$ cat src/lsw_pkg.sv
// Package for the segment-LCD serial writer: item types, opcodes and sizing.
// Used by lsw_out_queue and lcd_segment_serial_writer; depends on nothing.
package lsw_pkg;

    // Display memory size and the index width that addresses it
    localparam int SEGMENTS = 32;
    localparam int SEG_IW   = (SEGMENTS > 1) ? $clog2(SEGMENTS) : 1;

    localparam int CMD_BITS    = 12;
    localparam int HDR_BITS    = 9;
    localparam int NIB_BITS    = 4;
    localparam logic [8:0] HEADER_RESET = 9'd320;

    // APB byte address of the frame header register
    localparam logic [0:0] REG_FRAME_HEADER = 1'b0;

    // Input operation codes
    localparam logic [1:0] OP_TICK  = 2'd0;
    localparam logic [1:0] OP_WRITE = 2'd1;
    localparam logic [1:0] OP_CMD   = 2'd2;
    localparam logic [1:0] OP_FRAME = 2'd3;

    typedef struct packed {
        logic [1:0]  operation;
        logic [4:0]  seg_index;
        logic [3:0]  nibble;
        logic [11:0] command_word;
    } t_in_item;

    typedef struct packed {
        logic select_pin;
        logic clock_pin;
        logic data_pin;
        logic busy_res;
        logic done_res;
    } t_out_item;

endpackage

$ cat src/lsw_out_queue.sv
// Two-entry result queue between the tick engine and the output channel.
// Depends on lsw_pkg for the result item type.
module lsw_out_queue
    import lsw_pkg::*;
(
    input  logic      i_clk,
    input  logic      i_rst_n,
    input  logic      i_push,
    input  t_out_item i_item,
    output logic      o_full,
    output logic      o_valid,
    output t_out_item o_data,
    input  logic      i_stall
);

    t_out_item  r_mem [2];
    logic       r_wr_ptr;
    logic       r_rd_ptr;
    logic [1:0] r_count;
    logic       w_pop;

    assign w_pop   = (r_count != 2'd0) && !i_stall;
    assign o_valid = (r_count != 2'd0);
    assign o_full  = (r_count == 2'd2);
    assign o_data  = r_mem[r_rd_ptr];

    always_ff @(posedge i_clk) begin
        if (!i_rst_n) begin
            r_wr_ptr <= 1'b0;
            r_rd_ptr <= 1'b0;
            r_count  <= 2'd0;
        end else begin
            if (i_push) begin
                r_wr_ptr <= !r_wr_ptr;
            end
            if (w_pop) begin
                r_rd_ptr <= !r_rd_ptr;
            end
            r_count <= r_count + {1'b0, i_push} - {1'b0, w_pop};
        end
    end

    always_ff @(posedge i_clk) begin
        if (i_push) begin
            r_mem[r_wr_ptr] <= i_item;
        end
    end

endmodule

$ cat src/lcd_segment_serial_writer.sv
// Top level of the three-wire segment-LCD serial writer: tick engine,
// display memory, APB header register. Depends on lsw_pkg and lsw_out_queue.
//
// Every accepted input transaction is one half-bit tick of the serial line
// and yields exactly one result transaction carrying the pin levels after
// that tick plus busy and done flags. The engine takes one transaction per
// clock: the whole tick (display write, sequencer step, pin update) is a
// single pass of logic between the state registers, and results go into a
// two-entry queue, so input is stalled only while that queue is full. A
// command start sends 12 bits MSB first; a frame start sends the 9-bit
// frame_header (APB register at address 0, sampled at frame start) MSB
// first, then each of the SEGMENTS display nibbles LSB first. Each bit is
// two ticks (clock low with data, then clock high); select falls on the
// start tick, and the close takes two ticks: select high, then clock and
// data high with done set. Starts while busy are ignored; nibble writes are
// taken at any time and a nibble loaded on the same tick sees the new value.
module lcd_segment_serial_writer
    import lsw_pkg::*;
(
    input  logic        i_clk,
    input  logic        i_rst_n,
    // input channel
    input  logic        i_valid,
    input  t_in_item    i_data,
    output logic        o_stall,
    // result channel
    output logic        o_valid,
    output t_out_item   o_data,
    input  logic        i_stall,
    // configuration port
    input  logic        psel,
    input  logic        penable,
    input  logic        pwrite,
    input  logic [0:0]  paddr,
    input  logic [31:0] pwdata,
    output logic [31:0] prdata,
    output logic        pready
);

    typedef enum logic [2:0] {
        PH_IDLE       = 3'd0,
        PH_LOW_MSB    = 3'd1,
        PH_HIGH_MSB   = 3'd2,
        PH_LOW_LSB    = 3'd3,
        PH_HIGH_LSB   = 3'd4,
        PH_CLOSE_SEL  = 3'd5,
        PH_CLOSE_IDLE = 3'd6
    } t_phase;

    t_phase         r_phase,  n_phase;
    logic [11:0]    r_shift,  n_shift;
    logic [3:0]     r_bits,   n_bits;
    logic [5:0]     r_ptr,    n_ptr;
    logic           r_kind,   n_kind;
    logic           r_sel,    n_sel;
    logic           r_clk,    n_clk;
    logic           r_dat,    n_dat;
    logic [3:0]     r_store [SEGMENTS];
    logic [3:0]     n_store [SEGMENTS];
    logic [8:0]     r_header;

    logic           w_push;
    logic           w_busy;
    logic           w_done;
    logic [6:0]     w_wr_idx;
    logic [6:0]     w_next_idx;
    logic [3:0]     w_first_nib;
    logic [3:0]     w_next_nib;
    logic           w_cfg_wr;
    t_out_item      w_result;

    // APB: one register, always ready; a write to its address lands on frame_header
    assign pready   = 1'b1;
    assign prdata   = {23'd0, r_header};
    assign w_cfg_wr = psel && penable && pwrite && pready && (paddr == REG_FRAME_HEADER);

    assign w_push     = i_valid && !o_stall;
    assign w_wr_idx   = {2'd0, i_data.seg_index};
    assign w_next_idx = {1'b0, r_ptr} + 7'd1;

    // Apply the display write first so a nibble loaded this tick sees it
    always_comb begin
        for (int k = 0; k < SEGMENTS; k++) begin
            n_store[k] = r_store[k];
        end
        if (i_data.operation == OP_WRITE && w_wr_idx < 7'(SEGMENTS)) begin
            n_store[w_wr_idx[SEG_IW-1:0]] = i_data.nibble;
        end
    end

    assign w_first_nib = n_store[0];
    assign w_next_nib  = (w_next_idx < 7'(SEGMENTS)) ? n_store[w_next_idx[SEG_IW-1:0]]
                                                     : 4'd0;

    // Sequencer step for one tick
    always_comb begin
        n_phase = r_phase;
        n_shift = r_shift;
        n_bits  = r_bits;
        n_ptr   = r_ptr;
        n_kind  = r_kind;
        n_sel   = r_sel;
        n_clk   = r_clk;
        n_dat   = r_dat;
        w_busy  = 1'b1;
        w_done  = 1'b0;
        unique case (r_phase)
            PH_IDLE: begin
                w_busy = 1'b0;
                if (i_data.operation == OP_CMD || i_data.operation == OP_FRAME) begin
                    n_kind  = (i_data.operation == OP_FRAME);
                    if (i_data.operation == OP_CMD) begin
                        n_shift = i_data.command_word;
                        n_bits  = 4'(CMD_BITS);
                    end else begin
                        n_shift = {r_header, 3'd0};
                        n_bits  = 4'(HDR_BITS);
                    end
                    n_ptr   = 6'd0;
                    n_sel   = 1'b0;
                    n_phase = PH_LOW_MSB;
                    w_busy  = 1'b1;
                end
            end
            PH_LOW_MSB: begin
                n_clk   = 1'b0;
                n_dat   = r_shift[11];
                n_phase = PH_HIGH_MSB;
            end
            PH_HIGH_MSB: begin
                n_clk   = 1'b1;
                n_shift = {r_shift[10:0], 1'b0};
                n_bits  = r_bits - 4'd1;
                if (r_bits == 4'd1) begin
                    if (r_kind) begin
                        // header done: load the first nibble
                        n_ptr   = 6'd0;
                        n_shift = {8'd0, w_first_nib};
                        n_bits  = 4'(NIB_BITS);
                        n_phase = PH_LOW_LSB;
                    end else begin
                        n_phase = PH_CLOSE_SEL;
                    end
                end else begin
                    n_phase = PH_LOW_MSB;
                end
            end
            PH_LOW_LSB: begin
                n_clk   = 1'b0;
                n_dat   = r_shift[0];
                n_phase = PH_HIGH_LSB;
            end
            PH_HIGH_LSB: begin
                n_clk   = 1'b1;
                n_shift = {1'b0, r_shift[11:1]};
                n_bits  = r_bits - 4'd1;
                if (r_bits == 4'd1) begin
                    if (w_next_idx < 7'(SEGMENTS)) begin
                        // advance to the next display entry
                        n_ptr   = w_next_idx[5:0];
                        n_shift = {8'd0, w_next_nib};
                        n_bits  = 4'(NIB_BITS);
                        n_phase = PH_LOW_LSB;
                    end else begin
                        n_phase = PH_CLOSE_SEL;
                    end
                end else begin
                    n_phase = PH_LOW_LSB;
                end
            end
            PH_CLOSE_SEL: begin
                n_sel   = 1'b1;
                n_phase = PH_CLOSE_IDLE;
            end
            PH_CLOSE_IDLE: begin
                n_clk   = 1'b1;
                n_dat   = 1'b1;
                n_phase = PH_IDLE;
                w_done  = 1'b1;
            end
            default: begin
                n_phase = PH_IDLE;
                w_busy  = 1'b0;
            end
        endcase
    end

    assign w_result = '{select_pin: n_sel, clock_pin: n_clk, data_pin: n_dat,
                        busy_res: w_busy, done_res: w_done};

    always_ff @(posedge i_clk) begin
        if (!i_rst_n) begin
            r_phase  <= PH_IDLE;
            r_shift  <= 12'd0;
            r_bits   <= 4'd0;
            r_ptr    <= 6'd0;
            r_kind   <= 1'b0;
            r_sel    <= 1'b1;
            r_clk    <= 1'b1;
            r_dat    <= 1'b1;
            r_header <= HEADER_RESET;
            for (int k = 0; k < SEGMENTS; k++) begin
                r_store[k] <= 4'd0;
            end
        end else begin
            if (w_cfg_wr) begin
                r_header <= pwdata[8:0];
            end
            if (w_push) begin
                r_phase <= n_phase;
                r_shift <= n_shift;
                r_bits  <= n_bits;
                r_ptr   <= n_ptr;
                r_kind  <= n_kind;
                r_sel   <= n_sel;
                r_clk   <= n_clk;
                r_dat   <= n_dat;
                for (int k = 0; k < SEGMENTS; k++) begin
                    r_store[k] <= n_store[k];
                end
            end
        end
    end

    lsw_out_queue u_out_queue (
        .i_clk   (i_clk),
        .i_rst_n (i_rst_n),
        .i_push  (w_push),
        .i_item  (w_result),
        .o_full  (o_stall),
        .o_valid (o_valid),
        .o_data  (o_data),
        .i_stall (i_stall)
    );

    // A full queue always has a result on offer
    a_stall_has_result: assert property (@(posedge i_clk) disable iff (!i_rst_n)
        o_stall |-> o_valid)
        else $error("input stalled with no result pending");

    // Nibble phases occur only inside a frame transfer
    a_nibble_in_frame: assert property (@(posedge i_clk) disable iff (!i_rst_n)
        (r_phase == PH_LOW_LSB || r_phase == PH_HIGH_LSB) |-> r_kind)
        else $error("nibble phase during a command transfer");

    // Closing tick raises select
    a_close_raises_sel: assert property (@(posedge i_clk) disable iff (!i_rst_n)
        (w_push && r_phase == PH_CLOSE_SEL) |=> (r_sel && r_phase == PH_CLOSE_IDLE))
        else $error("select not raised on close");

    // Bit count never exceeds the command length
    a_bits_bound: assert property (@(posedge i_clk) disable iff (!i_rst_n)
        r_bits <= 4'(CMD_BITS))
        else $error("bit count out of range");

endmodule

$ cat config.mk
export PLATFORM = sky130hd
export DESIGN_NAME = lcd_segment_serial_writer
export DESIGN_NICKNAME = d
export VERILOG_FILES = /design/src/lsw_pkg.sv /design/src/lsw_out_queue.sv /design/src/lcd_segment_serial_writer.sv
export SDC_FILE = /design/constraint.sdc
export NUM_CORES = 1
export LEC_CHECK = 0
export ABC_AREA = 0
export BUFFER_PORTS_ARGS = -buffer_cell sky130_fd_sc_hd__buf_2
export CORE_MARGIN = 2
export CORE_UTILIZATION = 45
export DETAILED_ROUTE_END_ITERATION = 12
export GPL_TIMING_DRIVEN = 0
export PLACE_DENSITY = 0.67
export SKIP_LAST_GASP = 1
export SLEW_MARGIN = 0
export SYNTH_ARGS = -nofsm -noshare
export SYNTH_HDL_FRONTEND = slang
export SYNTH_SLANG_ARGS = --single-unit
$ cat constraint.sdc
create_clock -name i_clk -period 4.8 [get_ports i_clk]
set_clock_uncertainty 0.15 [all_clocks]
set_input_delay 0 -clock i_clk [delete_from_list [all_inputs] [get_ports i_clk]]
set_output_delay 0 -clock i_clk [all_outputs]
set_load 0.01 [all_outputs]
==> Word-level counts from Yosys, hierarchy flattened <==
Memory sizes are Yosys's and may differ from the RTL's. A register that Yosys moved wholly into a read port is not among the register bits.
Cells that the tools add are included.
{ "word_totals": {"register_bits": 42, "mem_bits_rw": 138, "in_bits": 63, "out_inout_bits": 40, "wordCells": 175, "memories": 2} }
{ "memory_table": {"columns": ["memory", "words", "word_bits", "rd", "rd_clocked_by_memory_dff", "wr", "line", "rtl"], "rows": [
  ["r_store", 32, 4, 32, 0, 32, "lcd_segment_serial_writer.sv:58", "logic [3:0] r_store [SEGMENTS];"],
  ["u_out_queue.r_mem", 2, 5, 1, 1, 1, "lsw_out_queue.sv:16", "t_out_item r_mem [2];"]
]} }
{ "classes": {"add_sub_neg": 4, "order_cmp": 5, "eq_ne": 16, "muxes": 79, "n_bitwise": 35, "n_reduce_logical": 22} }
{ "op_table": {"columns": ["op", "count"], "rows": [
  ["$mux 4", 40],
  ["$bwmux 128", 1],
  ["$mux 128", 1],
  ["$mux 12", 4],
  ["$pmux 12 s3", 1],
  ["$or 1x1->1", 32],
  ["$mux 6", 5],
  ["$mux 11", 2],
  ["$bmux 4 s5", 1],
  ["$demux 4 s5", 1],
  ["$mux 3", 6],
  ["$pmux 3 s6", 1],
  ["$pmux 6 s3", 1],
  ["$ge 6x6->1 const B", 2],
  ["$not 5->6", 2],
  ["$pmux 4 s3", 1],
  ["$mux 1", 10],
  ["$ne 2x2->1 const B", 5],
  ["$eq 3x3->1 const B", 3],
  ["$add 6x1->7 const B", 1],
  ["$logic_and 1x1->1", 7],
  ["$lt 7x6->1 const B", 1],
  ["$reduce_and 7->1", 1],
  ["$eq 2x2->1 const B", 3],
  ["other kinds (22)", 29]
]} }

==> Longest topological paths before layout <==
{ "depth": {"depth_word": 13, "ltp_mapped": 10, "depth_no_buf": 9} }

==> Cells and area by module <==
A second synthesis with hierarchy kept.
{ "unflattened": {"cells_unflattened": 1145, "area_unflattened_um2": 10959.3} }
{ "modules_own_cells": {"columns": ["mod", "n_inst", "cells_per_inst", "area_per_inst_um2", "seq_area_each_um2"], "rows": [
  ["lcd_segment_serial_writer", 1, 1107, 10356.2, 4604.4],
  ["lsw_out_queue", 1, 38, 603.1, 400.4]
]} }

==> Worst setup path after synthesis <==
No wires, ideal clock.
{ "synth_timing": {"path_type": "register to register", "from": "register u_out_queue.r_count[0]", "to": "memory r_store[0][0] (enable)", "setup_time_ps": 492, "arrival_ps": 3780, "t_required_ps": 4158, "setup_slack_ps": 379, "stages_incl_launch_ff": 6, "path_buffers": 1, "period_less_slack_ps": 4421, "path_cell_list": "dfxtp_1 nand2b_1 and2_1 clkbuf_1 clkinv_1 nand2_1"} }
{ "synth_lines": {"columns": ["element", "line", "rtl"], "rows": [
  ["start, declared", "lsw_out_queue.sv:19", "logic [1:0] r_count;"],
  ["start signal, assigned", "lsw_out_queue.sv:39", "r_count <= r_count + {1'b0, i_push} - {1'b0, w_pop};"],
  ["end, declared", "lcd_segment_serial_writer.sv:58", null]
]} }

==> Worst setup path after layout <==
{ "layout_timing": {"from": "register r_ptr[0]", "to": "register r_shift[2]"} }
{ "layout_between": {"elab_chain_cells": 8, "elab_cells_between_ends": 9, "classes_between": "1 x add/sub; 1 x order compare; 6 x mux; 1 x bitwise"} }
{ "layout_lines": {"columns": ["element", "line", "rtl"], "rows": [
  ["start, declared", "lcd_segment_serial_writer.sv:53", "logic [5:0] r_ptr, n_ptr;"],
  ["start signal, assigned", "lcd_segment_serial_writer.sv:213", "r_ptr <= n_ptr;"],
  ["$add 6x1->7 (*)", "lcd_segment_serial_writer.sv:79", "assign w_next_idx = {1'b0, r_ptr} + 7'd1;"],
  ["$not 5->6 (not written as such)", "lcd_segment_serial_writer.sv:92", "assign w_next_nib = (w_next_idx < 7'(SEGMENTS)) ? n_store[w_next_idx[SEG_IW-1:0]]"],
  ["$bmux 4 s5", "lcd_segment_serial_writer.sv:92", null],
  ["$mux 4 (not written as such) (2 in a row)", "lcd_segment_serial_writer.sv:92", null],
  ["$mux 11 (*)", "lcd_segment_serial_writer.sv:158", "if (w_next_idx < 7'(SEGMENTS)) begin"],
  ["$mux 11 (*)", "lcd_segment_serial_writer.sv:157", "if (r_bits == 4'd1) begin"],
  ["$pmux 12 s3 (*)", "lcd_segment_serial_writer.sv:107", "unique case (r_phase)"],
  ["end signal, assigned", "lcd_segment_serial_writer.sv:211", "r_shift <= n_shift;"],
  ["end, declared", "lcd_segment_serial_writer.sv:51", "logic [11:0] r_shift, n_shift;"]
]} }
Every way passes the cells marked *; elsewhere a longest branch is shown, timed or not. The select of a mux whose other input is x is not followed.
A chain may end at the register's enable or synchronous reset.

==> results.txt <==
The global-route track usage on met3 is 3.33%, and the critical path buffer and inverter count is 5. The logs give 48.5% for the sequential share of power and 2 for the maximum root-to-sink buffer count. Summed over all nets, the switching power comes to 1.16 mW. The logs give 1126 for the final-stage net count and 4.53 nW for the leakage power total.

Worst-path cell with the longest stage delay: sky130_fd_sc_hd__buf_1. For the number of rows created at floorplan, the log shows 54. The number of primary I/O pins was 103.

STA classifies the critical path endpoint as a register. The total global routing overflow is 0. For flop-to-flop paths, the worst setup slack is 540 ps. The critical path goes through buf_2, buf_1, buf_1, clkbuf_1, mux2i_1, o211ai_1, o21a_1, o21ai_1, dlygate4sd3_1. Total negative slack for setup checks: 0 ps.

The critical path is of the register to register type. The area of the core was 22000 µm². The final reports fail on negative hold slack. Launching element type of the critical path: a register.

The tools report the required time of the critical path as 4970 ps. At the placement stage, the worst setup path has a slack of 1120 ps. The area growth from synthesis to layout is 15.9%. Internal power comes to 3.01 mW.

Averaged over all synthesized cells, the footprint is 10.8 µm². The die is 154 µm wide. The cell sitting at the root of the clock tree is a sky130_fd_sc_hd__clkbuf_16. The final layout contains routed wiring with a total length of 28.1 mm. The clock buffer count from CTS is 17, and the average routed wire per standard cell is 20.8 µm.

For this block, the via count after detailed routing is 7892. Of the post-synthesis cell area, the dominant cell type holds 41.0%. The final hold violation count was 1; the minimum clock period after layout was 4260 ps. Cell type with the highest occurrence count on the critical path: sky130_fd_sc_hd__buf_1. The run gives 544 ps as the slack of the critical path. Counting flops with a built-in enable in the synthesized netlist gives 138.

The path category of the worst min-delay check is input port to register. The maximum achievable frequency is 235 MHz, and the global-route wire length before repair is 43.1 mm. For the distinct cell type count after synthesis, the log shows 67. 0 antenna diodes ended up in the layout. The library cell used most frequently in the layout, excluding fill and tap cells, is sky130_fd_sc_hd__mux2i_1. Of all flip-flops after synthesis, the portion carrying an async set or reset was 0%. The clock group share of total power was 33.1%.

The die covers 23700 µm². TritonCTS built the clock tree. CTS built an H-tree with a depth of 4. The logs give 440 ps for the clock insertion delay at the later pin of the skew report and 828 for the violation count after the first detailed-route iteration. Setup repair after global routing left no endpoint under its margin. The residual DRC count came out at 0. Net switching is 27.8% of the power. Counting flops and latches in the post-synthesis netlist gives 181. For the final max-slew violation count, the log shows 0. Initial standard-cell utilization of the core: 46.0%. The run gives -3.73 ps as the worst-case hold slack.

Counting every instance in the synthesized netlist gives 932. The most used flip-flop cell after synthesis is sky130_fd_sc_hd__edfxtp_1. The post-CTS clock slew at the launch and capture registers of the worst setup and hold paths was 70 ps; the post-cts gate resize count was 0. The cell family contributing the most delay on the critical path is buffers and inverters. In this run the tool buffered the top-level ports with 55 buffer cells. Cells with a size suffix above 1 make up 14.2% of the layout. After legalization and detailed placement, the total HPWL measured 19.6 mm.

The via density per instance is 5.84. Synthesis warning total: 0. The top cell types in the final layout, fill and taps aside, are sky130_fd_sc_hd__mux2i_1, sky130_fd_sc_hd__edfxtp_1, sky130_fd_sc_hd__nor2_1. The worst pin sits at a relative slew slack of 9.68%. The largest single stage delay on the critical path is 860 ps. The number of global-route vias before repair was 7506; the met2 track demand over resource in global routing was 38.0%. Data on the critical path arrives at its endpoint at 4420 ps. VDD sags by at most 0.262 mV.

Cell area power density: 356 nW/µm². Across the run, the number of max-cap violations was 0. The total global-route track usage is 23.8%, and the initial antenna violation count is 0. The number of setup violations in the final report was 0. At the pin with the least slew margin, the transition time is 1340 ps.

Clock sink count: 181. Entering global routing, the biggest net connects 67 pins. The synthesized netlist occupies a cell area of 10100 µm². Ranked by total cell area, the synthesized netlist is headed by sky130_fd_sc_hd__edfxtp_1, sky130_fd_sc_hd__mux2i_1, sky130_fd_sc_hd__dfxtp_1.

Combinational logic burns 18.4% of the power. The most utilized layer in the global route result is met2. The number of detailed-route iterations in the first pass was 8.

The highest net fanout along the worst path is 10, and the part of the cycle the worst path needs is 88.7%. The chip height came out at 154 µm. The flow ran to the end, but the final reports show violations.

sky130_fd_sc_hd__edfxtp_1 takes more of the synthesized area than any other cell. Global routing consumed, on the met1 layer, 32.8% of the routing resources. The run gives 49.5% as the register area share after synthesis.

The congestion estimate from routability-driven global placement came to 0.928. The run gives 0 as the antenna violation net count after detailed routing.
-- cells in the mapped netlist (all sizes together) (9+ instances only) --
| cell type | instances |
|---|---|
| a21boi | 12 |
| a21oi | 31 |
| a22oi | 13 |
| a31oi | 13 |
| buf | 32 |
| clkbuf | 51 |
| dfxtp | 43 |
| edfxtp | 138 |
| mux2 | 9 |
| mux2i | 139 |
| mux4 | 18 |
| nand2 | 83 |
| nand3 | 24 |
| nor2 | 113 |
| nor2b | 66 |
| nor3 | 12 |
| o21ai | 25 |
-- power groups by stage --
stage	Clock, mW	Sequential (mW)	Combinational [mW]
after floorplan	0	2.05	0.512
after global placement	0	2.07	0.715
after detailed placement	0	2.05	0.735
after CTS	1.39	2.02	0.759
after global routing	1.45	2.04	0.839
final	1.38	2.02	0.766
-- logic make-up (layout without fill, tap and decap cells) --
| family | after synthesis | in the layout | synth area share, % |
|---|---|---|---|
| simple gates | 348 | 348 | 17.3 |
| mux | 166 | 166 | 18.8 |
| fa+ha+maj | 5 | 5 | 0.619 |
| compound gates | 127 | 127 | 8.40 |
| flops | 181 | 181 | 49.5 |
| xor+xnor | 11 | 11 | 0.953 |
| other cells | 2 | 24 | 0.0743 |
| buf+inv | 92 | 209 | 4.38 |
-- per-layer routing --
layer | up-vias | share of wire (%)
met5 | - | 0
met4 | 0 | 3.3
met3 | 58 | 6.8
met2 | 323 | 47
met1 | 3881 | 43
li1 | 3630 | -
-- cell type report --
cell class | count | area, µm²
flip-flops and latches | 181 | 5000
plain buffers | 83 | 409
clock inverters | 10 | 95.1
well taps | 280 | 350
fillers | 1937 | 10200
repair buffers | 85 | 593
inverters | 9 | 33.8
clock buffers | 22 | 475
multi-input cells | 681 | 4750
-- flip-flops by register name, indices dropped and copies added (netlist names), 2 cells and up, named ones only --
name,count
r_bits,4
r_ptr,6
u_out_queue.r_count,2
r_store,128
r_phase,3
u_out_queue.r_mem,10
r_shift,12
r_header,9
-- final timing paths --
kind                            startpoint           to  depth (start not counted)
worst min register to register  r_shift[6]   r_shift[5]                          2
worst max register to register    r_ptr[0]   r_shift[2]                          9
worst max-delay path              r_ptr[0]   r_shift[2]                          9
worst min-delay path                 paddr  r_header[8]                          4
-- stage by stage --
stage                     instance area [µm²]  std cells  power, mW  utilization [%]
after floorplan                         10200        954       2.56                -
final                                   11700       1351       4.17             53.3
after global routing                    11700       1351       4.33             53.3
after global placement                  10800       1289       2.78             49.2
after CTS                               11700       1351       4.17             53.3
after detailed placement                10800       1290       2.79             49.4
-- worst min-delay path, stage by stage --
cell and delay [ps]:
sky130_fd_sc_hd__buf_2 90, sky130_fd_sc_hd__nand4b_1 300, sky130_fd_sc_hd__nand2_1 90, sky130_fd_sc_hd__nand3_1 70
-- repair_timing --
item,in CTS,in global routing
hold endpoints to repair,39,0
buffers inserted,0,0
hold buffers,29,0
Power figures use the tool's default switching activity.
